### config.mk
export PLATFORM = sky130hd
export DESIGN_NAME = affine_cipher_18_letter
export DESIGN_NICKNAME = d
export VERILOG_FILES = /design/src/rtl/affc18_pkg.sv /design/src/rtl/affine_cipher_18_letter.sv
export VERILOG_INCLUDE_DIRS = /design/src /design/src/rtl
export SDC_FILE = /design/constraint.sdc
export NUM_CORES = 1
export LEC_CHECK = 0
export ABC_AREA = 1
export BUFFER_PORTS_ARGS = -buffer_cell sky130_fd_sc_hd__buf_2
export CORE_UTILIZATION = 45
export DETAILED_ROUTE_END_ITERATION = 12
export PLACE_DENSITY = 0.63
export SETUP_SLACK_MARGIN = 0.2
export SYNTH_ARGS = -nofsm -noshare
export SYNTH_HDL_FRONTEND = slang
export SYNTH_SLANG_ARGS = --single-unit
### constraint.sdc
create_clock -name clk -period 10.35 [get_ports clk]
set_clock_uncertainty 0.05 [all_clocks]
set_input_delay 2.5875 -clock clk [delete_from_list [all_inputs] [get_ports clk]]
set_output_delay 2.5875 -clock clk [all_outputs]
set_load 0.02 [all_outputs]
### src/rtl/affine_cipher_18_letter_macros.svh
`ifndef AFFINE_CIPHER_18_LETTER_MACROS_SVH
`define AFFINE_CIPHER_18_LETTER_MACROS_SVH

// same-cycle implication, disabled in reset
`define AC18_ASSERT_IMPL(label, clk, rst_n, ante, cons) \
    label: assert property (@(posedge clk) disable iff (!rst_n) (ante) |-> (cons)) \
        else $error("same-cycle check failed");

// next-cycle implication, disabled in reset
`define AC18_ASSERT_NEXT(label, clk, rst_n, ante, cons) \
    label: assert property (@(posedge clk) disable iff (!rst_n) (ante) |=> (cons)) \
        else $error("next-cycle check failed");

`endif

### src/rtl/affc18_pkg.sv
`default_nettype none

package affc18_pkg;

    localparam int unsigned ALPHA_LEN  = 18;
    localparam int unsigned IDX_W      = 5;
    localparam int unsigned CHAR_W     = 8;
    localparam int unsigned CFG_DATA_W = 5;
    localparam int unsigned CFG_IDX_W  = 2;

    localparam logic [CHAR_W-1:0] LOWER_FIRST = 8'h61; // 'a'
    localparam logic [CHAR_W-1:0] LOWER_LAST  = 8'h75; // 'u'
    localparam logic [CHAR_W-1:0] CASE_OFFSET = 8'h20;

    typedef enum logic [CFG_IDX_W-1:0] {
        REG_KEY_MULT      = 2'd0,
        REG_KEY_SHIFT     = 2'd1,
        REG_DECIPHER_MODE = 2'd2
    } cfg_reg_t;

    typedef struct packed {
        logic             hit;
        logic [IDX_W-1:0] idx;
    } lookup_t;

    localparam logic [CHAR_W-1:0] LETTERS [ALPHA_LEN] = '{
        8'h41, 8'h42, 8'h43, 8'h44, 8'h45, 8'h46, 8'h47, 8'h48, 8'h49,
        8'h4C, 8'h4D, 8'h4E, 8'h4F, 8'h50, 8'h52, 8'h53, 8'h54, 8'h55
    };

    // 18-entry parallel match
    function automatic lookup_t letter_lookup(input logic [CHAR_W-1:0] c);
        lookup_t r;
        r = '0;
        for (int k = 0; k < ALPHA_LEN; k++) begin
            if (LETTERS[k] == c) begin
                r.hit = 1'b1;
                r.idx = IDX_W'(k);
            end
        end
        return r;
    endfunction

    // value in 0..31 reduced modulo 18
    function automatic logic [IDX_W-1:0] red18(input logic [IDX_W-1:0] v);
        logic [IDX_W-1:0] r;
        r = (v >= IDX_W'(ALPHA_LEN)) ? v - IDX_W'(ALPHA_LEN) : v;
        return r;
    endfunction

    // x mod 18 for x < 324: quotient by reciprocal 57/1024, exact over that range
    function automatic logic [IDX_W-1:0] mod18(input logic [8:0] x);
        logic [14:0] prod;
        logic [8:0]  q;
        logic [8:0]  qm;
        logic [8:0]  rem;
        prod = {6'd0, x} * 15'd57;
        q    = {4'd0, prod[14:10]};
        qm   = (q << 4) + (q << 1);
        rem  = x - qm;
        return rem[IDX_W-1:0];
    endfunction

    // inverse modulo 18, zero when none exists
    function automatic logic [IDX_W-1:0] inv18(input logic [IDX_W-1:0] a);
        logic [IDX_W-1:0] r;
        case (a)
            5'd1:    r = 5'd1;
            5'd5:    r = 5'd11;
            5'd7:    r = 5'd13;
            5'd11:   r = 5'd5;
            5'd13:   r = 5'd7;
            5'd17:   r = 5'd17;
            default: r = 5'd0;
        endcase
        return r;
    endfunction

endpackage

`default_nettype wire

### src/rtl/affine_cipher_18_letter.sv
// Affine cipher over the 18-letter alphabet A-I, L-P, R-U, one byte per item. Encipher maps
// letter j to letter (a*j+b) mod 18 after folding lowercase 'a'..'u' to uppercase; decipher
// maps uppercase j to ((j-b) * inverse(a)) mod 18. Other bytes pass through, after the encipher
// fold. With a multiplier that has no inverse mod 18, decipher passes every byte and sets
// key_invalid. Keys are reduced mod 18 when written. Two register stages (input, result): an
// accepted item moves on, raising out_valid, when out_stall allows; one item is accepted every
// cycle when out_stall stays low. Write the keys only while no item is in flight.
`default_nettype none

module affine_cipher_18_letter (
    input  wire logic                               clk,
    input  wire logic                               rst_n,
    input  wire logic                               cfg_wr_en,
    input  wire logic [affc18_pkg::CFG_IDX_W-1:0]   cfg_index,
    input  wire logic [affc18_pkg::CFG_DATA_W-1:0]  cfg_data,
    input  wire logic                               in_valid,
    output logic                                    in_stall,
    input  wire logic [affc18_pkg::CHAR_W-1:0]      char_in,
    input  wire logic                               last_in,
    output logic                                    out_valid,
    input  wire logic                               out_stall,
    output logic [affc18_pkg::CHAR_W-1:0]           char_out,
    output logic                                    in_alphabet,
    output logic                                    key_invalid,
    output logic                                    last_out
);
    import affc18_pkg::*;

    `include "affine_cipher_18_letter_macros.svh"

    logic [IDX_W-1:0]  key_mult_reg;
    logic [IDX_W-1:0]  key_shift_reg;
    logic              decipher_mode_reg;

    logic              s1_valid_reg;
    logic [CHAR_W-1:0] s1_char_reg;
    logic              s1_last_reg;

    logic              out_valid_reg;
    logic [CHAR_W-1:0] char_out_reg;
    logic              in_alphabet_reg;
    logic              key_invalid_reg;
    logic              last_out_reg;

    logic              out_adv;
    logic              in_accept;

    logic [CHAR_W-1:0] char_fold;
    lookup_t           lk;
    logic [IDX_W-1:0]  inv;
    logic [9:0]        enc_prod;
    logic [9:0]        enc_sum;
    logic [IDX_W-1:0]  enc_idx;
    logic [5:0]        dec_diff;
    logic [IDX_W-1:0]  dec_red;
    logic [9:0]        dec_prod;
    logic [IDX_W-1:0]  dec_idx;

    logic [CHAR_W-1:0] char_out_next;
    logic              in_alphabet_next;
    logic              key_invalid_next;

    assign out_adv   = !out_valid_reg || !out_stall;
    assign in_stall  = s1_valid_reg && !out_adv;
    assign in_accept = in_valid && !in_stall;

    // configuration
    always_ff @(posedge clk or negedge rst_n) begin
        if (!rst_n)
        begin
            key_mult_reg      <= IDX_W'(1);
            key_shift_reg     <= '0;
            decipher_mode_reg <= 1'b0;
        end
        else if (cfg_wr_en)
        begin
            case (cfg_reg_t'(cfg_index))
                REG_KEY_MULT:      key_mult_reg      <= red18(cfg_data[IDX_W-1:0]);
                REG_KEY_SHIFT:     key_shift_reg     <= red18(cfg_data[IDX_W-1:0]);
                REG_DECIPHER_MODE: decipher_mode_reg <= cfg_data[0];
                default:           ;
            endcase
        end
    end

    // input register
    always_ff @(posedge clk or negedge rst_n) begin
        if (!rst_n)
        begin
            s1_valid_reg <= 1'b0;
        end
        else if (out_adv || !s1_valid_reg)
        begin
            s1_valid_reg <= in_valid;
        end
    end

    always_ff @(posedge clk) begin
        if (in_accept)
        begin
            s1_char_reg <= char_in;
            s1_last_reg <= last_in;
        end
    end

    // cipher datapath
    always_comb begin
        char_fold = s1_char_reg;
        if (!decipher_mode_reg && s1_char_reg >= LOWER_FIRST && s1_char_reg <= LOWER_LAST)
        begin
            char_fold = s1_char_reg - CASE_OFFSET;
        end
        lk  = letter_lookup(char_fold);
        inv = inv18(key_mult_reg);

        enc_prod = {5'd0, key_mult_reg} * {5'd0, lk.idx};
        enc_sum  = enc_prod + {5'd0, key_shift_reg};
        enc_idx  = mod18(enc_sum[8:0]);

        dec_diff = {1'b0, lk.idx} + 6'(ALPHA_LEN) - {1'b0, key_shift_reg};
        dec_red  = (dec_diff >= 6'(ALPHA_LEN)) ? IDX_W'(dec_diff - 6'(ALPHA_LEN))
                                               : dec_diff[IDX_W-1:0];
        dec_prod = {5'd0, dec_red} * {5'd0, inv};
        dec_idx  = mod18(dec_prod[8:0]);

        in_alphabet_next = lk.hit;
        key_invalid_next = decipher_mode_reg && (inv == '0);
        char_out_next    = char_fold;
        if (lk.hit && !key_invalid_next)
        begin
            char_out_next = decipher_mode_reg ? LETTERS[dec_idx] : LETTERS[enc_idx];
        end
    end

    // result register
    always_ff @(posedge clk or negedge rst_n) begin
        if (!rst_n)
        begin
            out_valid_reg <= 1'b0;
        end
        else if (out_adv)
        begin
            out_valid_reg <= s1_valid_reg;
        end
    end

    always_ff @(posedge clk) begin
        if (out_adv && s1_valid_reg)
        begin
            char_out_reg    <= char_out_next;
            in_alphabet_reg <= in_alphabet_next;
            key_invalid_reg <= key_invalid_next;
            last_out_reg    <= s1_last_reg;
        end
    end

    assign out_valid   = out_valid_reg;
    assign char_out    = char_out_reg;
    assign in_alphabet = in_alphabet_reg;
    assign key_invalid = key_invalid_reg;
    assign last_out    = last_out_reg;

    `AC18_ASSERT_IMPL(a_stall_full, clk, rst_n, in_stall, s1_valid_reg && out_valid_reg)
    `AC18_ASSERT_NEXT(a_s1_to_out, clk, rst_n, s1_valid_reg && out_adv, out_valid_reg)
    `AC18_ASSERT_NEXT(a_accept_fills, clk, rst_n, in_accept, s1_valid_reg)

endmodule

`default_nettype wire

==> results_dict.tcl, run 1 <==
set metrics [dict create \
    setup-tns-final_ps 0 \
    setup_viol 0 \
    clockBufferDepth 2 \
    clockPowerShare 0.100 \
    finalMaxSlewViolations 0 \
    drv_cap 0 \
    power.total_mw 1.643 \
    required_ps 10330 \
    path_common_cell "inv_2" \
    syn_to_final_growth_pct 17.70 \
    netlist_area_um2 5979 \
    period_share 0.9513 \
    postRouteAntennaNets 0 \
    yosysSeqAreaShare 0.1551 \
    swShare 0.5107 \
    cpMaxStageDelayCell "fa_1" \
    ys.flop_type "edfxtp_1" \
    core_um2 12770 \
    final_util 0.5510 \
    worstMarginPinSlew_ps 1216 \
    cp-end-kind "flip-flop" \
    yosys_warnings 0 \
    max_freq_mhz 101.6 \
    antennaDiodeCount 0 \
    postSynthNetCount 938 \
    row_count 41 \
    rsz0062_at_grt "yes" \
    cts_sinks 33 \
    io_pins 34 \
    dp_hpwl_um 10720 \
    post-route-min-period_ps 9846 \
    postCtsHoldBufs 0 \
    clock_latency_ps 270 \
    synth_seq_cells 33 \
    hold_violations 0 \
    die_area_um2 13750 \
    drt-pass1-iter-count 4 \
    cts_made_buffers 5 \
    yosysUniqueCellTypes 49 \
    via_count 4938 \
    multi_input_area_um2 4646 \
    path_class "flip-flop to flip-flop" \
    critical_path.max_stage_delay_ps 550 \
    final_cells 1010 \
    syn_inst 766 \
    slew_headroom 0.1896 \
    regArea_um2 927.1 \
    whs_ps 366.4 \
    syn_area_per_cell_um2 7.806 \
    dp_cells 978 \
    p_switching_mw 0.8393 \
    grt_pass1_wl_um 21400 \
    wirelength_um 12770 \
    leakage_nw 4.080 \
    power.internal_mw 0.8042 \
    finalWorstSetupSlack_ps 504.2 \
    via_per_inst 4.889 \
    die_w_um 117.3 \
    layout_commonest_cell "inv_1" \
    die_h_um 117.3 \
    grt_pass1_vias 5000 \
    synth_edf_count 20 \
    root_buffer "clkbuf_16" \
    post-route-drc-count 0 \
    placed_area_um2 6415 \
    pre_cts_ws_ps -5.662 \
    fillers 1186 \
    gp_congestion 0.9045 \
    grt.overflow.total 0 \
    cts.reportedPaths.clkPinSlew_ps 50 \
    grt_usage 0.1950 \
    layout-drive-gt1-share 0.2172 \
    arrival_ps 9820 \
    cp_max_fo 8 \
    hold_class "flip-flop to flip-flop" \
    outcome "finished, final reports clean" \
    wl_per_cell_um 12.65 \
    cts.htree.levels 2 \
    final_cell_mix "inv_1, nand2_1, ha_1, nor2_1, fa_1" \
    rr_worst_depth 65 \
    min_path_cells 0 \
    grt_max_degree 14 \
    cts_tree "built" \
    power_density_nw_per_um2 233.5 \
    drtIter0Drc 149 \
    crit_path_start_kind "flip-flop" \
    nets 1009 \
    antenna_found_initial 0 \
    async_flop_share 0.3939 \
    peakVddDrop_uv 143.7 \
    io_buffers 33 \
    p_comb_frac 0.792 \
    initial_core_util 0.4681 \
    final_cell_area_um2 7038 \
    p_seq_frac 0.108 \
]
[cells in the mapped netlist (2+ instances only)]
cell      number  area [um^2]
o41ai_1        2        17.52
xnor2_1       13        113.9
nand2_2       13        81.33
a21oi_1       22        110.1
a21o_1         2        15.01
or2_2          2        12.51
and2_1         2        12.51
nand2_4        6        67.56
nand3_1       25        125.1
edfxtp_1      20        600.6
o211ai_2       2        25.02
o21a_1         3        22.52
o21ai_0       28        140.1
nor2_2         5        31.28
dfrtp_1       12        300.3
xor2_1        21        183.9
nor2_1        76        285.3
nand3b_1       3        22.52
nand2_1      133        499.2
nand4_1        4        25.02
nand3_4        2        35.03
fa_1          43        860.8
o211ai_1       3        22.52
a21oi_2        3        26.28
nor3_1         6        30.03
ha_1         108         1351
nor2_4         2        22.52
nand3_2        7        70.07
inv_1        165        619.3
inv_2         13        48.80
o21ai_1        2        10.01
[final cells by class]
class | instances | area share
Sequential cell | 33 | 0.1317
Timing Repair Buffer | 66 | 0.05867
Clock buffer | 6 | 0.01831
Tap cell | 172 | 0.03058
Clock inverter | 2 | 0.004800
Multi-Input combinational cell | 552 | 0.6601
Inverter | 179 | 0.09582
[critical path, delay by kind of cell (launching register included)]
kind | cells | cell delay, ps
fa+ha+maj | 13 | 4320
simple gates | 25 | 2340
buf+inv | 15 | 1030
compound gates | 9 | 980
xor+xnor | 3 | 450
flops | 1 | 410
[per-layer routing]
metal | track usage | vias up | wire (um)
met3 | 0.01442 | 25 | 242
met1 | 0.2493 | 2307 | 5823
met2 | 0.3525 | 73 | 6413
met4 | 0.05485 | 0 | 293
li1 | - | 2533 | -
met5 | 0 | - | 0
[timing repair]
action	CTS	global route
setup buffers	6	18
endpoints found under the setup margin	5	5
pin swaps	1	47
resized for setup	4	54
[final timing paths]
path                                          startpoint                           to  slack, ps
worst max-delay path            s1_char_reg[2]$_DFFE_PP_        char_out[4]$_DFFE_PP_        500
worst min-delay path               s1_last_reg$_DFFE_PP_           last_out$_DFFE_PP_        370
worst max register to register  s1_char_reg[2]$_DFFE_PP_        char_out[4]$_DFFE_PP_        500
worst min register to register     s1_last_reg$_DFFE_PP_           last_out$_DFFE_PP_        370
max in group asynchronous                          rst_n  key_mult_reg[0]$_DFFE_PN1P_       7840
min in group asynchronous                          rst_n        out_valid$_DFFE_PN0P_       2140
[cells by family (layout without fill, tap and decap cells)]
group                      after synthesis  in the layout  synth area share
adders and majority gates              151            151            0.3700
buffers and inverters                  181            253            0.1149
xor gates and xnor gates                36             36           0.05524
DFF                                     33             33            0.1551
and+or+nand+nor                        288            288            0.2251
AOI/OAI and AO/OA                       77             77           0.07973
[power by group through the flow]
stage | clock network [mW] | logic, mW | registers (mW)
finish | 0.164 | 1.30 | 0.177
global route | 0.170 | 1.48 | 0.179
CTS | 0.166 | 1.13 | 0.177
detailed placement | 0 | 1.10 | 0.180
global placement | 0 | 1.07 | 0.179
floorplan | 0 | 0.847 | 0.179
Power figures use the tool's default switching activity.
==> run 2, diff against run 1 <==
--- a/config.mk
+++ b/config.mk
@@ -9,7 +9,7 @@
 export ABC_AREA = 1
 export BUFFER_PORTS_ARGS = -buffer_cell sky130_fd_sc_hd__buf_2
-export CORE_UTILIZATION = 45
+export CORE_UTILIZATION = 58
 export DETAILED_ROUTE_END_ITERATION = 12
-export PLACE_DENSITY = 0.63
+export PLACE_DENSITY = 0.78
 export SETUP_SLACK_MARGIN = 0.2
 export SYNTH_ARGS = -nofsm -noshare
==> constraint.sdc (replaced) <==
create_clock -name clk -period 10.35 [get_ports clk]
set_clock_uncertainty 0.05 [all_clocks]
set_input_delay 2.07 -clock clk [delete_from_list [all_inputs] [get_ports clk]]
set_output_delay 2.07 -clock clk [all_outputs]
set_load 0.02 [all_outputs]
==> run 2 against run 1 <==
Compared with the run above:
- via count increased by 3.9%
- final cell count decreased by 3.9%
- design area increased by 1.1%
- flip-flop and latch count unchanged
- combinational power increased by 5%
- critical path type unchanged
- clock-buffer cell count unchanged
- register-to-register slack got worse by 50 ps
==> results_dict.tcl, run 2 (same netlist as run 1, synthesis figures left out) <==
set metrics [dict create \
    outcome "finished, final reports clean" \
    p_seq_frac 0.107 \
    grt_pass1_wl_um 20680 \
    antenna_found_initial 0 \
    clockPowerShare 0.070 \
    max_freq_mhz 101.0 \
    cp-end-kind "flip-flop" \
    clockBufferDepth 2 \
    die_w_um 103.5 \
    cts.reportedPaths.clkPinSlew_ps 70 \
    hold_class "flip-flop to flip-flop" \
    root_buffer "clkbuf_8" \
    grt_usage 0.2340 \
    io_pins 34 \
    antennaDiodeCount 0 \
    final_cell_area_um2 7113 \
    nets 1009 \
    leakage_nw 4.058 \
    wirelength_um 13450 \
    postRouteAntennaNets 0 \
    die_area_um2 10720 \
    whs_ps 388.4 \
    via_per_inst 5.282 \
    grt_max_degree 14 \
    period_share 0.9563 \
    fillers 729 \
    grt.overflow.total 0 \
    pre_cts_ws_ps -74.81 \
    path_class "flip-flop to flip-flop" \
    multi_input_area_um2 4813 \
    layout_commonest_cell "inv_1" \
    power.internal_mw 0.7949 \
    peakVddDrop_uv 242.3 \
    setup_viol 0 \
    path_common_cell "inv_2" \
    crit_path_start_kind "flip-flop" \
    regArea_um2 928.4 \
    clock_latency_ps 290 \
    cts_made_buffers 5 \
    hold_violations 0 \
    worstMarginPinSlew_ps 1132 \
    grt_pass1_vias 4889 \
    postCtsHoldBufs 0 \
    cts_sinks 33 \
    cts.htree.levels 2 \
    power.total_mw 1.659 \
    finalWorstSetupSlack_ps 452.3 \
    dp_hpwl_um 10470 \
    swShare 0.5208 \
    initial_core_util 0.6062 \
    via_count 5129 \
    gp_congestion 0.9181 \
    final_cell_mix "inv_1, nand2_1, ha_1, nor2_1, fa_1" \
    placed_area_um2 6336 \
    cts_tree "built" \
    slew_headroom 0.2456 \
    required_ps 10340 \
    final_util 0.7211 \
    core_um2 9864 \
    drt-pass1-iter-count 5 \
    drv_cap 0 \
    wl_per_cell_um 13.85 \
    finalMaxSlewViolations 0 \
    p_comb_frac 0.823 \
    row_count 36 \
    io_buffers 33 \
    syn_to_final_growth_pct 18.96 \
    post-route-drc-count 0 \
    cpMaxStageDelayCell "fa_1" \
    arrival_ps 9890 \
    drtIter0Drc 179 \
    post-route-min-period_ps 9898 \
    power_density_nw_per_um2 233.2 \
    cp_max_fo 8 \
    rsz0062_at_grt "yes" \
    die_h_um 103.5 \
    p_switching_mw 0.8640 \
    layout-drive-gt1-share 0.2422 \
    critical_path.max_stage_delay_ps 570 \
]
==> run 2: cell counts in the layout (fill, tap and decap cells not counted) <==
Identical to the previous run, type by type.
==> run 2: cell type report <==
| type | count | area share |
|---|---|---|
| well taps | 133 | 0.02339 |
| repair buffers | 66 | 0.05963 |
| inverters | 179 | 0.09481 |
| flip-flops and latches | 33 | 0.1305 |
| clock inverters | 2 | 0.004749 |
| multi-input cells | 552 | 0.6767 |
| clock buffers | 6 | 0.01020 |
==> run 2: worst paths after layout <==
check                           slack, ps  cells after the start                startpoint                          end
min in group asynchronous            1600                      1                     rst_n        out_valid$_DFFE_PN0P_
worst max-delay path                  450                     60  s1_char_reg[1]$_DFFE_PP_        char_out[4]$_DFFE_PP_
max in group asynchronous            8360                      1                     rst_n  key_mult_reg[0]$_DFFE_PN1P_
worst min register to register        390                      0     s1_last_reg$_DFFE_PP_           last_out$_DFFE_PP_
worst min-delay path                  390                      0     s1_last_reg$_DFFE_PP_           last_out$_DFFE_PP_
worst max register to register        450                     60  s1_char_reg[1]$_DFFE_PP_        char_out[4]$_DFFE_PP_
==> run 2: what timing repair did <==
item                                   in CTS  in global routing
pin swaps                                   1                 52
cloned                                      0                  0
setup buffers                               5                 23
resized for setup                           4                 82
endpoints found under the hold margin       0                  0
setup endpoints to repair                   5                  5
==> run 2: power by group through the flow <==
| stage | sequential, mW | clock [mW] | combinational, mW |
|---|---|---|---|
| after global placement | 0.179 | 0 | 1.03 |
| after global routing | 0.178 | 0.124 | 1.54 |
| after detailed placement | 0.179 | 0 | 1.08 |
| after CTS | 0.176 | 0.118 | 1.10 |
| after floorplan | 0.179 | 0 | 0.847 |
| final | 0.177 | 0.117 | 1.37 |
==> run 2: layer usage <==
layer / track usage / up-vias / part of all wire
met2: 0.4382 / 101 / 0.52
li1: - / 2543 / -
met4: 0.08282 / 0 / 0.029
met3: 0.01888 / 31 / 0.027
met1: 0.2792 / 2454 / 0.43
met5: 0 / - / 0
==> run 2: through the flow <==
stage / cells / TNS [ps]
CTS: 948 / 0
global route: 971 / -63.01
detailed placement: 935 / -92.95
floorplan: 766 / 0
finish: 971 / 0
global placement: 935 / 0
==> run 2: critical path, delay by kind of cell, from the launching register on <==
| family | cells | cell delay [ps] |
|---|---|---|
| compound gates | 10 | 1370 |
| fa+ha+maj | 13 | 4190 |
| flops | 1 | 460 |
| simple gates | 20 | 2020 |
| buf+inv | 13 | 820 |
| xor+xnor | 4 | 730 |
==> run 3, diff against run 2 <==
PLACE_DENSITY = 0.88   (was 0.78)
==> run 3 against run 2 <==
Compared with the run above:
- utilization rose by 0.68 points
- sequential power barely moved
- maximum frequency fell by 2.4%
- sequential share of layout area fell by 0.14 points
- combinational power barely moved
- critical path depth fell by 6
- critical endpoint unchanged
- design area rose by 0.95%
- setup slack got worse by 240 ps
- global-route usage rose by 0.83 points
- die area did not move
==> results_dict.tcl, run 3 (same netlist as run 1, synthesis figures left out) <==
set metrics [dict create \
    multi_input_area_um2 4877 \
    finalMaxSlewViolations 0 \
    leakage_nw 4.062 \
    clock_latency_ps 310 \
    postRouteAntennaNets 0 \
    final_cell_mix "inv_1, nand2_1, ha_1, nor2_1, fa_1" \
    cp-end-kind "flip-flop" \
    regArea_um2 927.1 \
    finalWorstSetupSlack_ps 208.2 \
    fillers 648 \
    power_density_nw_per_um2 230.5 \
    row_count 36 \
    layout_commonest_cell "inv_1" \
    dp_cells 939 \
    min_path_cells 0 \
    r2r_slack_ps 210 \
    required_ps 10360 \
    final_util 0.7279 \
    gp_congestion 0.9154 \
    grt.overflow.total 0 \
    drt-pass1-iter-count 5 \
    critical_path.max_stage_delay_ps 540 \
    path_buf_inv 10 \
    nets 1013 \
    core_um2 9864 \
    drv_cap 0 \
    arrival_ps 10160 \
    hold_class "flip-flop to flip-flop" \
    hold_end "last_out$_DFFE_PP_" \
    final_cells 975 \
    drtIter0Drc 306 \
    io_pins 34 \
    final_cell_area_um2 7181 \
    crit_path_start_kind "flip-flop" \
    cp_max_fo 8 \
    antenna_found_initial 0 \
    peakVddDrop_uv 144.3 \
    grt_pass1_vias 5048 \
    setup_viol 0 \
    die_area_um2 10720 \
    crit_path_start "decipher_mode_reg$_DFFE_PN0P_" \
    syn_to_final_growth_pct 20.09 \
    grt_max_degree 14 \
    cp_top_family "adder cells" \
    postCtsHoldBufs 0 \
    reg2reg_to "char_out[4]$_DFFE_PP_" \
    cts.htree.levels 2 \
    cts_sinks 33 \
    via_count 5381 \
    wl_per_cell_um 16.16 \
    root_buffer "clkbuf_8" \
    cpMaxStageDelayCell "fa_1" \
    worstMarginPinSlew_ps 656.3 \
    outcome "finished, final reports clean" \
    hold_violations 0 \
    whs_ps 387.2 \
    post-route-min-period_ps 10140 \
    layout-drive-gt1-share 0.2506 \
    path_class "flip-flop to flip-flop" \
    timing.rr.start "decipher_mode_reg$_DFFE_PN0P_" \
    initial_core_util 0.6062 \
    pre_cts_ws_ps -45.57 \
    placed_area_um2 6366 \
    period_share 0.9799 \
    wirelength_um 15760 \
    die_w_um 103.5 \
    clockBufferDepth 2 \
    post-route-drc-count 0 \
    via_per_inst 5.519 \
    grt_usage 0.2423 \
    rsz0062_at_grt "yes" \
    cts_made_buffers 5 \
    path_common_cell "nand2_2" \
    antennaDiodeCount 0 \
    io_buffers 33 \
    dp_hpwl_um 10190 \
    cts_tree "built" \
    cts.reportedPaths.clkPinSlew_ps 80 \
    die_h_um 103.5 \
    min-delay-start "s1_last_reg$_DFFE_PP_" \
    grt_pass1_wl_um 21380 \
    slew_headroom 0.5591 \
    max_freq_mhz 98.60 \
    rr_worst_depth 54 \
]
==> run 3: final cells by class <==
cell class / instances / area share
clock buffers: 5 / 0.009584
clock inverters: 3 / 0.002439
inverters: 179 / 0.09427
multi-input cells: 552 / 0.6792
flip-flops and latches: 33 / 0.1291
well taps: 133 / 0.02317
repair buffers: 70 / 0.06221
==> run 3: metrics by stage <==
stage	power, mW	TNS [ps]
floorplan	1.025	0
global placement	1.222	0
detailed placement	1.256	-51.21
CTS	1.386	0
global route	1.827	-1520
finish	1.655	0
==> run 3: how the worst max path moves through the flow <==
stage / slack (ps) / depth (start not counted) / end
4_1_cts: 210 / 61 / char_out[4]$_DFFE_PP_
6_report: 210 / 54 / char_out[4]$_DFFE_PP_
3_5_place_dp: -50 / 62 / char_out[4]$_DFFE_PP_
2_1_floorplan: 550 / 62 / char_out[4]$_DFFE_PP_
5_1_grt: -360 / 58 / char_out[4]$_DFFE_PP_
3_3_place_gp: 330 / 62 / char_out[4]$_DFFE_PP_
==> run 3: worst register-to-register path: cells and delay by family (launching register included) <==
kind / cells / cell delay, ps
fa+ha+maj: 12 / 4500
simple gates: 23 / 2420
buf+inv: 10 / 890
compound gates: 6 / 780
xor+xnor: 3 / 740
flops: 1 / 500
==> run 3: power by group <==
part           switching, mW  internal, mW  leakage [nW]  total [mW]
sequential            0.0205         0.159         0.352       0.179
clock                 0.0601        0.0466        0.0439       0.107
combinational          0.812         0.557          3.67        1.37
total                  0.893         0.762          4.06        1.65
==> run 3: metal layers <==
| metal | routed length [um] | global-route usage |
|---|---|---|
| met1 | 6032 | 0.3005 |
| met4 | 656 | 0.06315 |
| met5 | 0 | 0 |
| met2 | 8190 | 0.4468 |
| met3 | 876 | 0.02454 |
==> run 3: repair_timing <==
action                     4_1_cts  5_1_grt
setup buffers                    7       21
resized for setup                5       82
pin swaps                        1       48
cloned                           0        0
setup endpoints to repair        5        5
